==> src/hw/rtl/trx_pkg.sv <==
// trx_pkg: request/response types, command and opcode codes, register file init values
// shared by the execute core top level and its bench; depends on nothing
`default_nettype none

package trx_pkg;

  localparam int RegCount = 32;
  localparam int RegIdxW  = 5;

  typedef enum logic [1:0] {
    CmdExec    = 2'd0,
    CmdPreload = 2'd1,
    CmdSetPc   = 2'd2,
    CmdIdle    = 2'd3
  } cmd_e;

  typedef enum logic [3:0] {
    KindNone   = 4'd0,
    KindAdd    = 4'd1,
    KindSub    = 4'd2,
    KindAnd    = 4'd3,
    KindOr     = 4'd4,
    KindXor    = 4'd5,
    KindLoad   = 4'd6,
    KindStore  = 4'd7,
    KindBranch = 4'd8,
    KindJump   = 4'd9
  } op_kind_e;

  // major opcodes, bits 6:0
  localparam logic [6:0] OpcRtype  = 7'b1001111;
  localparam logic [6:0] OpcLoad   = 7'b1101111;
  localparam logic [6:0] OpcStore  = 7'b0100011;
  localparam logic [6:0] OpcBranch = 7'b1100011;
  localparam logic [6:0] OpcJump   = 7'b1101110;

  // r-type function fields
  localparam logic [6:0] F7Base  = 7'b0000000;
  localparam logic [6:0] F7Logic = 7'b0000001;
  localparam logic [6:0] F7Sub   = 7'b0100000;
  localparam logic [2:0] F3Wide  = 3'b111;
  localparam logic [2:0] F3Or    = 3'b110;
  localparam logic [2:0] F3Xor   = 3'b100;

  // branch conditions
  localparam logic [2:0] F3Beq = 3'b000;
  localparam logic [2:0] F3Bne = 3'b001;

  typedef struct packed {
    cmd_e               cmd;
    logic [31:0]        instr_word;
    logic [4:0]         preload_addr;
    logic signed [31:0] preload_data;
    logic [4:0]         new_pc;
  } in_req_t;

  typedef struct packed {
    logic [4:0]         next_pc;
    op_kind_e           op_kind;
    logic               branch_taken;
    logic               store_done;
    logic [4:0]         store_index;
    logic signed [31:0] store_value;
    logic               bad_address;
  } out_rsp_t;

  // register file contents after reset
  function automatic logic [31:0] rf_reset_val(input logic [RegIdxW-1:0] idx);
    logic [31:0] val;
    case (idx)
      5'd0:    val = 32'd111;
      5'd1:    val = 32'd111;
      5'd3:    val = 32'd3;
      default: val = 32'd0;
    endcase
    return val;
  endfunction

endpackage

`default_nettype wire

==> src/hw/rtl/trx_ram.sv <==
// trx_ram: generic simple dual port ram, one write and one registered read port
// read returns the old word on a same-cycle write; no dependencies
`default_nettype none

module trx_ram #(
  parameter int WIDTH = 32,
  parameter int DEPTH = 32
) (
  input  wire logic                             clk_i,
  input  wire logic                             we_i,
  input  wire logic [$clog2(DEPTH)-1:0]         waddr_i,
  input  wire logic [WIDTH-1:0]                 wdata_i,
  input  wire logic                             re_i,
  input  wire logic [$clog2(DEPTH)-1:0]         raddr_i,
  output logic      [WIDTH-1:0]                 rdata_o
);

  logic [WIDTH-1:0] mem_q [DEPTH];

  always_ff @(posedge clk_i) begin
    if (we_i) begin
      mem_q[waddr_i] <= wdata_i;
    end
    if (re_i) begin
      rdata_o <= mem_q[raddr_i];
    end
  end

endmodule

`default_nettype wire

==> src/hw/rtl/tiny_riscv_like_execute_core.sv <==
// tiny_riscv_like_execute_core: single pass execute core with register file and data store
// uses trx_pkg (types, codes) and trx_ram (register file copies, data store)
//
//   channel | valid       | stall       | payload
//   --------+-------------+-------------+----------------------
//   request | in_valid_i  | in_stall_o  | in_req_i  (in_req_t)
//   result  | out_valid_o | out_stall_i | out_rsp_o (out_rsp_t)
//
// one request is taken per cycle unless stalled; its result sits in the output register
// the execute register and the output register part the sides, so a waiting result does
// not hold off the next request unless the output register is still full and stalled
// after reset the data store is swept to zero, one word per cycle, all DMEM_WORDS words,
// with in_stall_o high; the register file uses per-entry valid bits instead
// register file writes land in the cycle after execute, forwarded to the next request
`default_nettype none

module tiny_riscv_like_execute_core
  import trx_pkg::*;
#(
  parameter int DMEM_WORDS = 32,
  parameter int IMEM_WORDS = 32
) (
  input  wire logic     clk_i,
  input  wire logic     rst_ni,
  input  wire logic     in_valid_i,
  output logic          in_stall_o,
  input  wire in_req_t  in_req_i,
  output logic          out_valid_o,
  input  wire logic     out_stall_i,
  output out_rsp_t      out_rsp_o
);

  // pc and data store index widths
  localparam int PW = $clog2(IMEM_WORDS);
  localparam int AW = $clog2(DMEM_WORDS);

  // pc offsets are reduced modulo IMEM_WORDS with a reciprocal multiply;
  // the offset is biased to be non-negative and fits in WW bits
  localparam int WW = 23;
  localparam int SH = WW + PW;
  localparam int RW = 25;
  localparam longint unsigned Recip = ((64'd1 << SH) + IMEM_WORDS - 1) / IMEM_WORDS;
  localparam int Bias = IMEM_WORDS * ((2 ** 21 + IMEM_WORDS - 1) / IMEM_WORDS);
  localparam logic [PW:0]    ImemN   = (PW + 1)'(IMEM_WORDS);
  localparam logic [AW-1:0]  ClrLast = AW'(DMEM_WORDS - 1);
  localparam logic [33:0]    DmemN   = 34'(DMEM_WORDS);

  // handshake
  logic acc;
  logic a_adv;

  // request side pre-decode: pc offset or new pc, reduced
  logic [6:0]           in_opc;
  logic [RegIdxW-1:0]   in_ra;
  logic [RegIdxW-1:0]   in_rb;
  logic [12:0]          in_boff;
  logic [20:0]          in_joff;
  logic signed [23:0]   in_off2;
  logic [23:0]          in_wb24;
  logic [WW-1:0]        in_w;
  logic [47:0]          in_prod;

  // execute register
  logic                 a_valid_q;
  in_req_t              a_q;
  logic [WW-1:0]        a_w_q;
  logic [WW-1:0]        a_quot_q;
  logic                 rv_a_q, rv_b_q;
  logic                 pat_a_vld_q, pat_b_vld_q;
  logic [31:0]          pat_a_q, pat_b_q;

  // register file valid bits, pc, clear sweep
  logic [RegCount-1:0]  vld_q;
  logic [PW-1:0]        pc_q;
  logic                 clr_busy_q;
  logic [AW-1:0]        clr_cnt_q;

  // write-back register (loaded as execute advances)
  logic                 wb_valid_q;
  logic [RegIdxW-1:0]   wb_rd_q;
  logic                 wb_load_q;
  logic [31:0]          wb_data_q;
  logic [31:0]          wb_val;

  // output register
  logic                 out_valid_q;
  out_rsp_t             out_q;

  // ram ports
  logic [31:0]          rfa_rdata, rfb_rdata, dm_rdata;
  logic                 dm_we;
  logic [AW-1:0]        dm_waddr;
  logic [31:0]          dm_wdata;

  // execute datapath
  logic [6:0]           opc;
  logic [6:0]           f7;
  logic [2:0]           f3;
  logic [RegIdxW-1:0]   rd, ra, rb;
  logic                 hit_wa, hit_wb;
  logic [31:0]          opa, opb;
  logic [32:0]          rem33;
  logic [PW-1:0]        r_mod;
  logic [PW:0]          pc_inc, pc_sum;
  logic [PW-1:0]        pc_seq, pc_tgt;
  logic [33:0]          mem_imm, mem_addr, dm_addr;
  logic                 dm_ok;
  logic [31:0]          ex_pc_ext;

  // execute outputs
  out_rsp_t             res;
  logic [PW-1:0]        pc_d;
  logic                 rd_we;
  logic [31:0]          rd_val;
  logic                 ld_re;
  logic                 ex_dm_we;

  // ---------------------------------------------------------------------------
  // handshake: execute register advances when the output register is free or drains
  // ---------------------------------------------------------------------------
  assign a_adv       = a_valid_q && (!out_valid_q || !out_stall_i);
  assign in_stall_o  = clr_busy_q || (a_valid_q && !a_adv);
  assign acc         = in_valid_i && !in_stall_o;
  assign out_valid_o = out_valid_q;
  assign out_rsp_o   = out_q;

  // ---------------------------------------------------------------------------
  // request side: select pc offset (branch or jump) or new pc, then divide by
  // IMEM_WORDS; the remainder is finished in execute
  // ---------------------------------------------------------------------------
  assign in_opc  = in_req_i.instr_word[6:0];
  assign in_ra   = in_req_i.instr_word[24:20];
  assign in_rb   = in_req_i.instr_word[19:15];
  assign in_boff = {in_req_i.instr_word[31], in_req_i.instr_word[7],
                    in_req_i.instr_word[30:25], in_req_i.instr_word[11:8], 1'b0};
  assign in_joff = {in_req_i.instr_word[31], in_req_i.instr_word[19:12],
                    in_req_i.instr_word[20], in_req_i.instr_word[30:21], 1'b0};

  always_comb begin
    if (in_opc == OpcJump) begin
      in_off2 = {{2{in_joff[20]}}, in_joff, 1'b0};
    end else begin
      in_off2 = {{10{in_boff[12]}}, in_boff, 1'b0};
    end
    in_wb24 = in_off2 + 24'(Bias);
    if (in_req_i.cmd == CmdSetPc) begin
      in_w = WW'(in_req_i.new_pc);
    end else begin
      in_w = in_wb24[WW-1:0];
    end
    in_prod = 48'(in_w) * 48'(RW'(Recip));
  end

  // ---------------------------------------------------------------------------
  // register file: two read copies, written from the write-back register
  // ---------------------------------------------------------------------------
  // load data comes straight from the data store read register
  assign wb_val = wb_load_q ? dm_rdata : wb_data_q;

  trx_ram #(
    .WIDTH (32),
    .DEPTH (RegCount)
  ) u_rf_a (
    .clk_i   (clk_i),
    .we_i    (wb_valid_q),
    .waddr_i (wb_rd_q),
    .wdata_i (wb_val),
    .re_i    (acc),
    .raddr_i (in_ra),
    .rdata_o (rfa_rdata)
  );

  trx_ram #(
    .WIDTH (32),
    .DEPTH (RegCount)
  ) u_rf_b (
    .clk_i   (clk_i),
    .we_i    (wb_valid_q),
    .waddr_i (wb_rd_q),
    .wdata_i (wb_val),
    .re_i    (acc),
    .raddr_i (in_rb),
    .rdata_o (rfb_rdata)
  );

  // ---------------------------------------------------------------------------
  // data store: clear sweep after reset, then stores/preloads write, loads read
  // ---------------------------------------------------------------------------
  always_comb begin
    if (clr_busy_q) begin
      dm_we    = 1'b1;
      dm_waddr = clr_cnt_q;
      dm_wdata = '0;
    end else begin
      dm_we    = a_adv && ex_dm_we;
      dm_waddr = dm_addr[AW-1:0];
      dm_wdata = (a_q.cmd == CmdPreload) ? a_q.preload_data : opa;
    end
  end

  trx_ram #(
    .WIDTH (32),
    .DEPTH (DMEM_WORDS)
  ) u_dmem (
    .clk_i   (clk_i),
    .we_i    (dm_we),
    .waddr_i (dm_waddr),
    .wdata_i (dm_wdata),
    .re_i    (a_adv && ld_re),
    .raddr_i (dm_addr[AW-1:0]),
    .rdata_o (dm_rdata)
  );

  // ---------------------------------------------------------------------------
  // execute: operand forwarding
  // priority: pending write-back, then writes seen while waiting, then reset value or ram
  // ---------------------------------------------------------------------------
  assign opc = a_q.instr_word[6:0];
  assign f7  = a_q.instr_word[31:25];
  assign f3  = a_q.instr_word[14:12];
  assign rd  = a_q.instr_word[11:7];
  assign ra  = a_q.instr_word[24:20];
  assign rb  = a_q.instr_word[19:15];

  assign hit_wa = wb_valid_q && (wb_rd_q == ra);
  assign hit_wb = wb_valid_q && (wb_rd_q == rb);

  always_comb begin
    if (hit_wa) begin
      opa = wb_val;
    end else if (pat_a_vld_q) begin
      opa = pat_a_q;
    end else if (rv_a_q) begin
      opa = rfa_rdata;
    end else begin
      opa = rf_reset_val(ra);
    end
    if (hit_wb) begin
      opb = wb_val;
    end else if (pat_b_vld_q) begin
      opb = pat_b_q;
    end else if (rv_b_q) begin
      opb = rfb_rdata;
    end else begin
      opb = rf_reset_val(rb);
    end
  end

  // ---------------------------------------------------------------------------
  // execute: pc arithmetic, everything modulo IMEM_WORDS
  // ---------------------------------------------------------------------------
  assign rem33  = 33'(a_w_q) - 33'(a_quot_q) * 33'(IMEM_WORDS);
  assign r_mod  = rem33[PW-1:0];
  assign pc_inc = {1'b0, pc_q} + (PW + 1)'(1);
  assign pc_seq = (pc_inc == ImemN) ? '0 : pc_inc[PW-1:0];
  assign pc_sum = {1'b0, pc_q} + {1'b0, r_mod};

  always_comb begin
    if (pc_sum >= ImemN) begin
      pc_tgt = PW'(pc_sum - ImemN);
    end else begin
      pc_tgt = pc_sum[PW-1:0];
    end
  end

  // ---------------------------------------------------------------------------
  // execute: data address, base plus signed offset without wrap
  // ---------------------------------------------------------------------------
  always_comb begin
    if (opc == OpcLoad) begin
      mem_imm = {{22{a_q.instr_word[31]}}, a_q.instr_word[31:20]};
    end else begin
      mem_imm = {{22{a_q.instr_word[31]}}, a_q.instr_word[31:25], a_q.instr_word[11:7]};
    end
    mem_addr = {{2{opb[31]}}, opb} + mem_imm;
    if (a_q.cmd == CmdPreload) begin
      dm_addr = 34'(a_q.preload_addr);
    end else begin
      dm_addr = mem_addr;
    end
    dm_ok = !dm_addr[33] && (dm_addr < DmemN);
  end

  // ---------------------------------------------------------------------------
  // execute: decode and result
  // ---------------------------------------------------------------------------
  always_comb begin
    res      = '0;
    pc_d     = pc_q;
    rd_we    = 1'b0;
    rd_val   = '0;
    ld_re    = 1'b0;
    ex_dm_we = 1'b0;
    case (a_q.cmd)
      CmdPreload: begin
        if (dm_ok) begin
          ex_dm_we        = 1'b1;
          res.store_done  = 1'b1;
          res.store_index = a_q.preload_addr;
          res.store_value = a_q.preload_data;
        end else begin
          res.bad_address = 1'b1;
        end
      end
      CmdSetPc: begin
        pc_d = r_mod;
      end
      CmdExec: begin
        pc_d = pc_seq;
        case (opc)
          OpcRtype: begin
            if (f7 == F7Base && f3 == F3Wide) begin
              res.op_kind = KindAdd;
              rd_we       = 1'b1;
              rd_val      = opa + opb;
            end else if (f7 == F7Sub && f3 == F3Wide) begin
              res.op_kind = KindSub;
              rd_we       = 1'b1;
              rd_val      = opa - opb;
            end else if (f7 == F7Logic && f3 == F3Wide) begin
              res.op_kind = KindAnd;
              rd_we       = 1'b1;
              rd_val      = opa & opb;
            end else if (f7 == F7Logic && f3 == F3Or) begin
              res.op_kind = KindOr;
              rd_we       = 1'b1;
              rd_val      = opa | opb;
            end else if (f7 == F7Logic && f3 == F3Xor) begin
              res.op_kind = KindXor;
              rd_we       = 1'b1;
              rd_val      = opa ^ opb;
            end
          end
          OpcLoad: begin
            // out of range load writes zero
            res.op_kind = KindLoad;
            rd_we       = 1'b1;
            if (dm_ok) begin
              ld_re = 1'b1;
            end else begin
              res.bad_address = 1'b1;
            end
          end
          OpcStore: begin
            res.op_kind = KindStore;
            if (dm_ok) begin
              ex_dm_we        = 1'b1;
              res.store_done  = 1'b1;
              res.store_index = dm_addr[4:0];
              res.store_value = opa;
            end else begin
              res.bad_address = 1'b1;
            end
          end
          OpcBranch: begin
            res.op_kind = KindBranch;
            if ((f3 == F3Beq && opa == opb) || (f3 == F3Bne && opa != opb)) begin
              res.branch_taken = 1'b1;
              pc_d             = pc_tgt;
            end
          end
          OpcJump: begin
            res.op_kind      = KindJump;
            res.branch_taken = 1'b1;
            pc_d             = pc_tgt;
          end
          default: begin
          end
        endcase
      end
      default: begin
      end
    endcase
    ex_pc_ext   = 32'(pc_d);
    res.next_pc = ex_pc_ext[4:0];
  end

  // ---------------------------------------------------------------------------
  // control registers
  // ---------------------------------------------------------------------------
  always_ff @(posedge clk_i or negedge rst_ni) begin
    if (!rst_ni) begin
      a_valid_q   <= 1'b0;
      pat_a_vld_q <= 1'b0;
      pat_b_vld_q <= 1'b0;
      vld_q       <= '0;
      pc_q        <= '0;
      clr_busy_q  <= 1'b1;
      clr_cnt_q   <= '0;
      wb_valid_q  <= 1'b0;
      out_valid_q <= 1'b0;
    end else begin
      // clear sweep of the data store
      if (clr_busy_q) begin
        clr_cnt_q <= clr_cnt_q + AW'(1);
        if (clr_cnt_q == ClrLast) begin
          clr_busy_q <= 1'b0;
        end
      end

      // execute register occupancy
      if (acc) begin
        a_valid_q <= 1'b1;
      end else if (a_adv) begin
        a_valid_q <= 1'b0;
      end

      // track writes the register file ram read did not see
      if (acc) begin
        pat_a_vld_q <= wb_valid_q && (wb_rd_q == in_ra);
        pat_b_vld_q <= wb_valid_q && (wb_rd_q == in_rb);
      end else if (a_valid_q) begin
        if (hit_wa) begin
          pat_a_vld_q <= 1'b1;
        end
        if (hit_wb) begin
          pat_b_vld_q <= 1'b1;
        end
      end

      // register file write-back
      if (wb_valid_q) begin
        vld_q[wb_rd_q] <= 1'b1;
      end
      wb_valid_q <= a_adv && rd_we;

      if (a_adv) begin
        pc_q <= pc_d;
      end

      // output register
      if (a_adv) begin
        out_valid_q <= 1'b1;
      end else if (!out_stall_i) begin
        out_valid_q <= 1'b0;
      end
    end
  end

  // ---------------------------------------------------------------------------
  // payload registers
  // ---------------------------------------------------------------------------
  always_ff @(posedge clk_i) begin
    if (acc) begin
      a_q      <= in_req_i;
      a_w_q    <= in_w;
      // quotient is the product above the shift, never past its top bit
      a_quot_q <= WW'(in_prod[47:SH]);
      rv_a_q   <= vld_q[in_ra];
      rv_b_q   <= vld_q[in_rb];
      pat_a_q  <= wb_val;
      pat_b_q  <= wb_val;
    end else begin
      if (hit_wa) begin
        pat_a_q <= wb_val;
      end
      if (hit_wb) begin
        pat_b_q <= wb_val;
      end
    end

    if (a_adv) begin
      wb_rd_q   <= rd;
      wb_load_q <= ld_re;
      wb_data_q <= rd_val;
      out_q     <= res;
    end
  end

endmodule

`default_nettype wire

==> config.mk <==
export PLATFORM = sky130hd
export DESIGN_NAME = tiny_riscv_like_execute_core
export DESIGN_NICKNAME = d
export VERILOG_FILES = /design/src/hw/rtl/trx_pkg.sv /design/src/hw/rtl/trx_ram.sv /design/src/hw/rtl/tiny_riscv_like_execute_core.sv
export SDC_FILE = /design/constraint.sdc
export NUM_CORES = 2
export LEC_CHECK = 0
export BUFFER_PORTS_ARGS = -buffer_cell sky130_fd_sc_hd__buf_2
export CORE_MARGIN = 5
export CORE_UTILIZATION = 30
export CTS_CLUSTER_DIAMETER = 100
export DETAILED_ROUTE_END_ITERATION = 10
export GPL_TIMING_DRIVEN = 0
export PLACE_DENSITY_LB_ADDON = 0.2
export SLEW_MARGIN = 10
export SYNTH_ARGS = -nofsm -noshare
export SYNTH_HDL_FRONTEND = slang
export SYNTH_HIERARCHICAL = 1
export SYNTH_SLANG_ARGS = --single-unit
export TNS_END_PERCENT = 30
==> constraint.sdc <==
create_clock -name clk_i -period 12.67 [get_ports clk_i]
set_input_delay 2.534 -clock clk_i [delete_from_list [all_inputs] [get_ports clk_i]]
set_output_delay 2.534 -clock clk_i [all_outputs]
set_load 0.02 [all_outputs]
== Word-level counts from Yosys, hierarchy flattened ==
Memories as Yosys holds them, arrays and structs flattened. A register that Yosys moved wholly into a read port is not among the register bits.
Cells that the tools add are included.
Widths: inputs -> output; s select.
Storage, ports and cells
  bits in registers: 277
  memory bits (writable): 3072
  input port bits: 80
  word-level logic and storage cells: 199
  memories: 3
Memories
  u_dmem.mem_q: depth 32, width 32, read ports 1, clocked after memory_dff 1, wr ports 1, RTL line trx_ram.sv:18  | logic [WIDTH-1:0] mem_q [DEPTH];
  u_rf_a.mem_q: depth 32, width 32, read ports 1, clocked after memory_dff 1, wr ports 1, RTL line trx_ram.sv:18
  u_rf_b.mem_q: depth 32, width 32, read ports 1, clocked after memory_dff 1, wr ports 1, RTL line trx_ram.sv:18
Operators by class
  add/subtract/negate cells: 9
  $lt $le $gt $ge: 6
  equality and inequality tests: 28
  muxes and demuxes: 79
  bitwise gates (word level): 4
  reductions and logical operators: 42
Operator list (number)
  $mux 32: 18
  $mux 38: 3
  $pmux 39 s2: 1
  $or 32x32->32: 2
  $eq 7x7->1 const B: 5
  $mux 5: 7
  $lt 34x6->1 const B: 1
  $mux 34: 1
  $add 32x12->33: 1
  $mux 1: 33
  $add 32x32->32: 1
  $and 32x32->32: 1
  $eq 32x32->1: 1
  $ne 32x32->1: 1
  $sub 32x32->32: 1
  $xor 32x32->32: 1
  $pmux 7 s2: 2
  $eq 5x5->1: 4
  $pmux 4 s5: 1
  $pmux 5 s2: 2
  $logic_and 1x1->1: 19
  $lt 5x6->1 const B: 3
  $mux 3: 5
  $eq 7x6->1 const B: 2
  other kinds (28): 52

== Longest topological paths before layout ==
  depth in word-level cells: 17
  gate-level depth with buffers: 24

== By module ==
The synthesis kept the hierarchy.
Modules (own cells, without submodules)
  trx_ram (u_rf_a ...): times used 2, cells an instance 2260, area each 40805.4 um^2, sequential area each 31710.4 um^2
  trx_ram (u_dmem): times used 1, cells an instance 2260, area each 40812.9 um^2, sequential area each 31710.4 um^2
  tiny_riscv_like_execute_core: times used 1, cells an instance 2048, area each 19613.8 um^2, sequential area each 8079.0 um^2

== Least setup slack after synthesis ==
Ideal clock, no wire load.
  path type: reg2reg
  start point: register wb_load_q
  end point: register u_dmem.rdata_o[0] (read register of u_dmem.mem_q), enable pin
  library setup time: 501 ps
  data arrival time: 7629 ps
  required time: 12169 ps
  path slack: 4540 ps
  cell stages (with the launch flop): 18
  path buffers: 2
  cells stage by stage: edfxtp_1 clkbuf_1 buf_1 mux2i_1 inv_1 a21o_1 ha_1 fa_1 a21oi_1 o22ai_1 o31a_1 a31oi_1 xor2_1 nand2_1 a2111o_1 nor4_1 nand2_1 nor4_1
On the way
  longest elaborated chain between the ends: 10
  elaborated cells between the ends (all ways): 11
  those cells by class: add/sub: 1; order compare: 1; mux: 6; reduce/logical: 3
Ends and longest elaborated chain
  from (decl): RTL line tiny_riscv_like_execute_core.sv:81  | logic wb_load_q;
  from (signal assigned): RTL line tiny_riscv_like_execute_core.sv:464  | wb_load_q <= ld_re;
  $mux 32 *: RTL line tiny_riscv_like_execute_core.sv:158  | assign wb_val = wb_load_q ? dm_rdata : wb_data_q;
  net wb_val[0]: RTL line tiny_riscv_like_execute_core.sv:83  | logic [31:0] wb_val;
  $mux 32 *: RTL line tiny_riscv_like_execute_core.sv:238  | if (hit_wb) begin
  $add 32x12->33 *: RTL line tiny_riscv_like_execute_core.sv:275  | mem_addr = {{2{opb[31]}}, opb} + mem_imm;
  $mux 34 *: RTL line tiny_riscv_like_execute_core.sv:276  | if (a_q.cmd == CmdPreload) begin
  $lt 34x6->1 or $logic_not 1->1 (tied branches): RTL line tiny_riscv_like_execute_core.sv:281  | dm_ok = !dm_addr[33] && (dm_addr < DmemN);
  $logic_and 1x1->1: RTL line tiny_riscv_like_execute_core.sv:281
  $mux 1: RTL line tiny_riscv_like_execute_core.sv:338  | if (dm_ok) begin
  $mux 1: RTL line tiny_riscv_like_execute_core.sv:310  | case (opc)
  $mux 1: RTL line tiny_riscv_like_execute_core.sv:294  | case (a_q.cmd)
  $logic_and 1x1->1: RTL line tiny_riscv_like_execute_core.sv:209  | .re_i (a_adv && ld_re),
  to (decl): RTL line trx_ram.sv:15  | output logic [WIDTH-1:0] rdata_o
Mark *: on every way through the listed nets, which the timed path passes. The rest lies on a longest branch.
A chain may end at the register's enable or synchronous reset.

== Worst setup path after layout ==
  start point: register wb_rd_q[2]
  end point: memory u_dmem.mem_q[4][24], enable pin
On the way
  longest elaborated chain between the ends: 14
  elaborated cells between the ends (all ways): 16
  those cells by class: add/sub: 1; order compare: 1; eq/ne: 1; mux: 9; reduce/logical: 4
Ends and longest elaborated chain
  from (decl): RTL line tiny_riscv_like_execute_core.sv:80  | logic [RegIdxW-1:0] wb_rd_q;
  from (signal assigned): RTL line tiny_riscv_like_execute_core.sv:463  | wb_rd_q <= rd;
  $eq 5x5->1 *: RTL line tiny_riscv_like_execute_core.sv:226  | assign hit_wb = wb_valid_q && (wb_rd_q == rb);
  $logic_and 1x1->1 *: RTL line tiny_riscv_like_execute_core.sv:226
  $mux 32 *: RTL line tiny_riscv_like_execute_core.sv:238
  $add 32x12->33 *: RTL line tiny_riscv_like_execute_core.sv:275
  $mux 34 *: RTL line tiny_riscv_like_execute_core.sv:276
  $lt 34x6->1 or $logic_not 1->1 (tied branches): RTL line tiny_riscv_like_execute_core.sv:281
  $logic_and 1x1->1 *: RTL line tiny_riscv_like_execute_core.sv:281
  $mux 1 *: RTL line tiny_riscv_like_execute_core.sv:296, tiny_riscv_like_execute_core.sv:346
  $mux 1: RTL line tiny_riscv_like_execute_core.sv:310
  $pmux 1 s2 *: RTL line tiny_riscv_like_execute_core.sv:294
  $logic_and 1x1->1 *: RTL line tiny_riscv_like_execute_core.sv:195  | dm_we = a_adv && ex_dm_we;
  $mux 1 *: RTL line tiny_riscv_like_execute_core.sv:190  | if (clr_busy_q) begin
  net dm_we: RTL line tiny_riscv_like_execute_core.sv:91  | logic dm_we;
  $mux 1 *: RTL line trx_ram.sv:21  | if (we_i) begin
  $mux 1 (not written as such) *: RTL line trx_ram.sv:22  | mem_q[waddr_i] <= wdata_i;
  to (decl): RTL line trx_ram.sv:18
Marks and branches as above.

==> results_tabular.tex <==
\begin{tabular}{lr}
\hline
Metric & Value \\
\hline
\multicolumn{2}{l}{\textbf{Run}} \\
\quad Max-capacitance violation count & 1 \\
\multicolumn{2}{l}{\textbf{Global routing}} \\
\quad Vias in the first global route & 81.2k \\
\quad Initial antenna violation count & 42 \\
\quad Maximum number of pins on one net before global-route repair & 79 \\
\quad Global-route wire length before repair & 618000 um \\
\quad Global-route congestion overflow total & 0 \\
\quad Total track usage & 0.176 \\
\multicolumn{2}{l}{\textbf{STA}} \\
\quad Max Clk Rate & 0.100 GHz \\
\quad Minimum clock period & 9.96 ns \\
\quad Setup repair after global routing missed its margin & no \\
\quad Actual transition at the worst max-transition pin & 1.47 ns \\
\quad Final Slew Violations & 0 \\
\quad Setup violation total in the final timing report & 0 \\
\quad Final hold viol count & 0 \\
\quad Crit share post-route & 0.786 \\
\quad Max-slew headroom & 0.00851 \\
\quad Fin Clk Skew & 0.119 ns \\
\multicolumn{2}{l}{\textbf{Synthesis}} \\
\quad Post-Syn Area & 142000 um\^{}2 \\
\quad Number of warning messages in the yosys log & 6 \\
\quad Number of enable-type register cells in the synthesized netlist & 3397 \\
\quad Ys flop type & edfxtp\_1 \\
\quad Post-synth top area share & 0.718 \\
\quad Post-synth cell types & 88 \\
\quad Combinational family with the most area after synthesis & multiplexers \\
\quad Compound-gate portion of the synthesized area & 0.0718 \\
\quad Synth area leaders & edfxtp\_1, mux2i\_1, a22oi\_1 \\
\quad Fraction of registers with async set/reset & 0.0139 \\
\quad Synthesized-area fraction occupied by and/or/nand/nor cells & 0.0446 \\
\quad Share of synthesized cell area in full adder, half adder and majority cells & 0.0125 \\
\quad Cell count after synthesis & 8828 \\
\quad Part of the Yosys area used for sequential elements & 0.727 \\
\quad Biggest area consumer among synthesized cells & edfxtp\_1 \\
\quad Fraction of synthesized cell area in xor and xnor cells & 0.00438 \\
\quad Average instance area after synthesis & 16.1 um\^{}2 \\
\quad Synthesized flop and latch total & 3445 \\
\quad Syn Nets & 9047 \\
\quad Post-synthesis mux area share & 0.117 \\
\multicolumn{2}{l}{\textbf{Clocking}} \\
\quad TritonCTS Buffers & 371 \\
\quad Clock H-tree levels & 5 \\
\quad Setup bufs post-CTS & 0 \\
\quad Clock transition at the registers of the reported paths & 0.06 ns \\
\quad Clock latency on the worst-skew pair & 1.00 ns \\
\quad CTS tree & done \\
\quad Gates resized, CTS repair & 0 \\
\quad CTS Buffer Depth & 4 \\
\quad Clock Root Buffer & clkbuf\_16 \\
\quad Number of sinks on the clock net & 3445 \\
\quad Total of hold buffers inserted after clock tree synthesis & 0 \\
\multicolumn{2}{l}{\textbf{Layout}} \\
\quad Share of final-layout standard cells stronger than drive strength 1 & 0.136 \\
\quad Most used cells in the layout excluding fill and tap cells & edfxtp\_1, mux2i\_1, nand2\_1 \\
\quad \# nets final & 9730 \\
\quad Most common library cell in the layout ignoring fill and taps & edfxtp\_1 \\
\quad Design Area, Final & 167000 um\^{}2 \\
\quad Syn-to-layout area delta & 17.4\% \\
\multicolumn{2}{l}{\textbf{Power}} \\
\quad P\_leak & 0.0576 uW \\
\quad Sum of internal, switching and leakage power & 27400 uW \\
\quad Worst vdd rail ir drop & 0.130 mV \\
\quad Pwr per Cell Area & 164 nW/um\^{}2 \\
\multicolumn{2}{l}{\textbf{Place}} \\
\quad \# port buffers & 130 \\
\quad Standard cell area after detailed placement & 155000 um\^{}2 \\
\quad DP Wirelength & 323000 um \\
\quad GP Congestion & 0.879 \\
\multicolumn{2}{l}{\textbf{Drt}} \\
\quad Antenna Violating Nets Remaining & 0 \\
\quad Detailed-router iteration count before antenna repair & 5 \\
\quad DRC errors left & 0 \\
\quad Initial drt markers & 7349 \\
\quad Number of vias in the routed layout & 81.0k \\
\quad Detailed-route wire length & 446000 um \\
\quad Detailed-route vias per instance & 5.04 \\
\quad Post-detailed-route wirelength per cell & 27.7 um \\
\multicolumn{2}{l}{\textbf{Floorplanning}} \\
\quad Total number of placement rows & 252 \\
\quad Overall die height & 698 um \\
\quad Die Outline Area & 487000 um\^{}2 \\
\quad I/O pin count & 131 \\
\quad Die width & 698 um \\
\quad Core box area & 471000 um\^{}2 \\
\quad Effective utilization at floorplan & 0.301 \\
\multicolumn{2}{l}{\textbf{Hold path}} \\
\quad Class of the worst hold path & register to register \\
\multicolumn{2}{l}{\textbf{Outcome}} \\
\quad Result of the run & finished, violations left \\
\quad Failing checks & capacitance limit \\
\multicolumn{2}{l}{\textbf{Critical path}} \\
\quad Worst Path Max Fanout & 19 \\
\quad Worst path arrival time & 10.57 ns \\
\quad Type of destination of the critical path & register \\
\quad Worst setup SP type & register \\
\quad Kind of critical path & register to register \\
\quad Req. time, crit path & 13.28 ns \\
\hline
\end{tabular}
==> path summary, 6_finish.rpt <==
kind	from	end	slack, ns	depth (start not counted)
worst max-delay path	wb_rd_q[2]	u_dmem/mem_q[4][24]	2.71	25
worst min register to register	vld_q[18]	vld_q[18]	0.48	1
worst min-delay path	vld_q[18]	vld_q[18]	0.48	1
worst max register to register	wb_rd_q[2]	u_dmem/mem_q[4][24]	2.71	25
max in group asynchronous	rst_ni	clr_busy_q	10.49	2
min in group asynchronous	rst_ni	out_valid_o	1.44	1
==> stage by stage <==
step / hold slack [ns] / worst slack, ns / util / setup TNS (ns) / std cells
floorplan: 0.420 / 4.54 / - / 0 / 8828
global placement: 0.449 / -0.887 / 0.319 / -30.47 / 15200
detailed placement: 0.460 / 2.85 / 0.329 / 0 / 15400
CTS: 0.477 / 2.70 / 0.354 / 0 / 16000
global route: 0.496 / 2.46 / 0.354 / 0 / 16000
finish: 0.483 / 2.71 / 0.354 / 0 / 16100
==> synth_stat cells, drive strengths merged (15+ instances only) <==
| master | n |
|---|---|
| a211oi | 40 |
| a21o | 51 |
| a21oi | 466 |
| a22o | 193 |
| a22oi | 345 |
| a31oi | 108 |
| buf | 270 |
| clkbuf | 241 |
| dfrtp | 47 |
| edfxtp | 3397 |
| ha | 135 |
| inv | 118 |
| mux2 | 50 |
| mux2i | 1562 |
| mux4 | 20 |
| nand2 | 533 |
| nand2b | 23 |
| nand3 | 316 |
| nand3b | 25 |
| nand4 | 15 |
| nor2 | 240 |
| nor2b | 21 |
| nor3 | 124 |
| nor4 | 20 |
| o21ai | 173 |
| o21bai | 28 |
| xnor2 | 42 |
| xor2 | 29 |
==> worst max-delay path, cell delays in order (launching register included) <==
cell       delay (ns)
edfxtp_1         1.28
xor2_1           0.14
nor4_1           0.29
and3_1           0.33
clkbuf_1         0.38
clkbuf_1         0.63
nand2_1          0.09
o21ai_0          0.43
ha_1             0.23
buf_2            0.20
o211ai_1         0.19
o211ai_2         0.35
nand2_1          0.17
o21ai_0          0.41
o2111ai_1        0.20
nor4_1           0.41
nand4_1          0.14
nor4_1           0.67
nand4_2          0.19
buf_6            0.24
nand2_1          0.24
a21o_1           0.23
or3b_2           0.47
clkbuf_1         0.50
nor2_4           0.81
buf_12           0.27
==> report_power, final <==
part | switching (uW) | leakage [uW] | internal, uW
clock | 4490 | 0.00566 | 5940
sequential | 102 | 0.0316 | 12900
combinational | 2810 | 0.0203 | 1200
==> cell families (layout without fill, tap and decap cells) <==
kind of cell               count (synthesis)  in the layout
AOI/OAI and AO/OA                       1523           1523
xor gates and xnor gates                  71             71
adders and majority gates                139            139
buffers and inverters                    630           1611
DFF                                     3445           3445
muxes                                   1632           1632
other                                      0             29
and+or+nand+nor                         1388           1388
==> registers in the layout, indices dropped and copies added, names as in the netlist, 5 cells and up <==
register / flops
u_dmem/mem_q: 1024
u_rf_a/mem_q: 1024
u_rf_b/mem_q: 1024
a_q: 71
out_rsp_o: 49
pat_a_q: 32
pat_b_q: 32
u_dmem/rdata_o: 32
u_rf_a/rdata_o: 32
u_rf_b/rdata_o: 32
vld_q: 32
wb_data_q: 32
a_w_q: 5
clr_cnt_q: 5
pc_q: 5
wb_rd_q: 5
==> layer usage <==
layer	share of wire	vias to the layer above	GRT usage	wire, um
met5	0.000016	-	0	7
met4	0.037	2	0.0569	16300
met3	0.056	634	0.0261	24900
met2	0.47	2491	0.287	208000
met1	0.44	41800	0.241	197000
li1	-	36000	-	-
==> final cells by class <==
| class | instances | area [um^2] |
|---|---|---|
| clock inverter | 198 | 1840 |
| buffer | 511 | 2810 |
| multi-input combinational | 4753 | 36700 |
| sequential | 3445 | 103000 |
| antenna | 29 | 72.6 |
| inverter | 119 | 474 |
| fill | 44500 | 305000 |
| clock buffer | 473 | 9810 |
| timing repair buffer | 310 | 4120 |
| tap | 6223 | 7790 |
No activity file was read; power rests on OpenSTA's default activity.
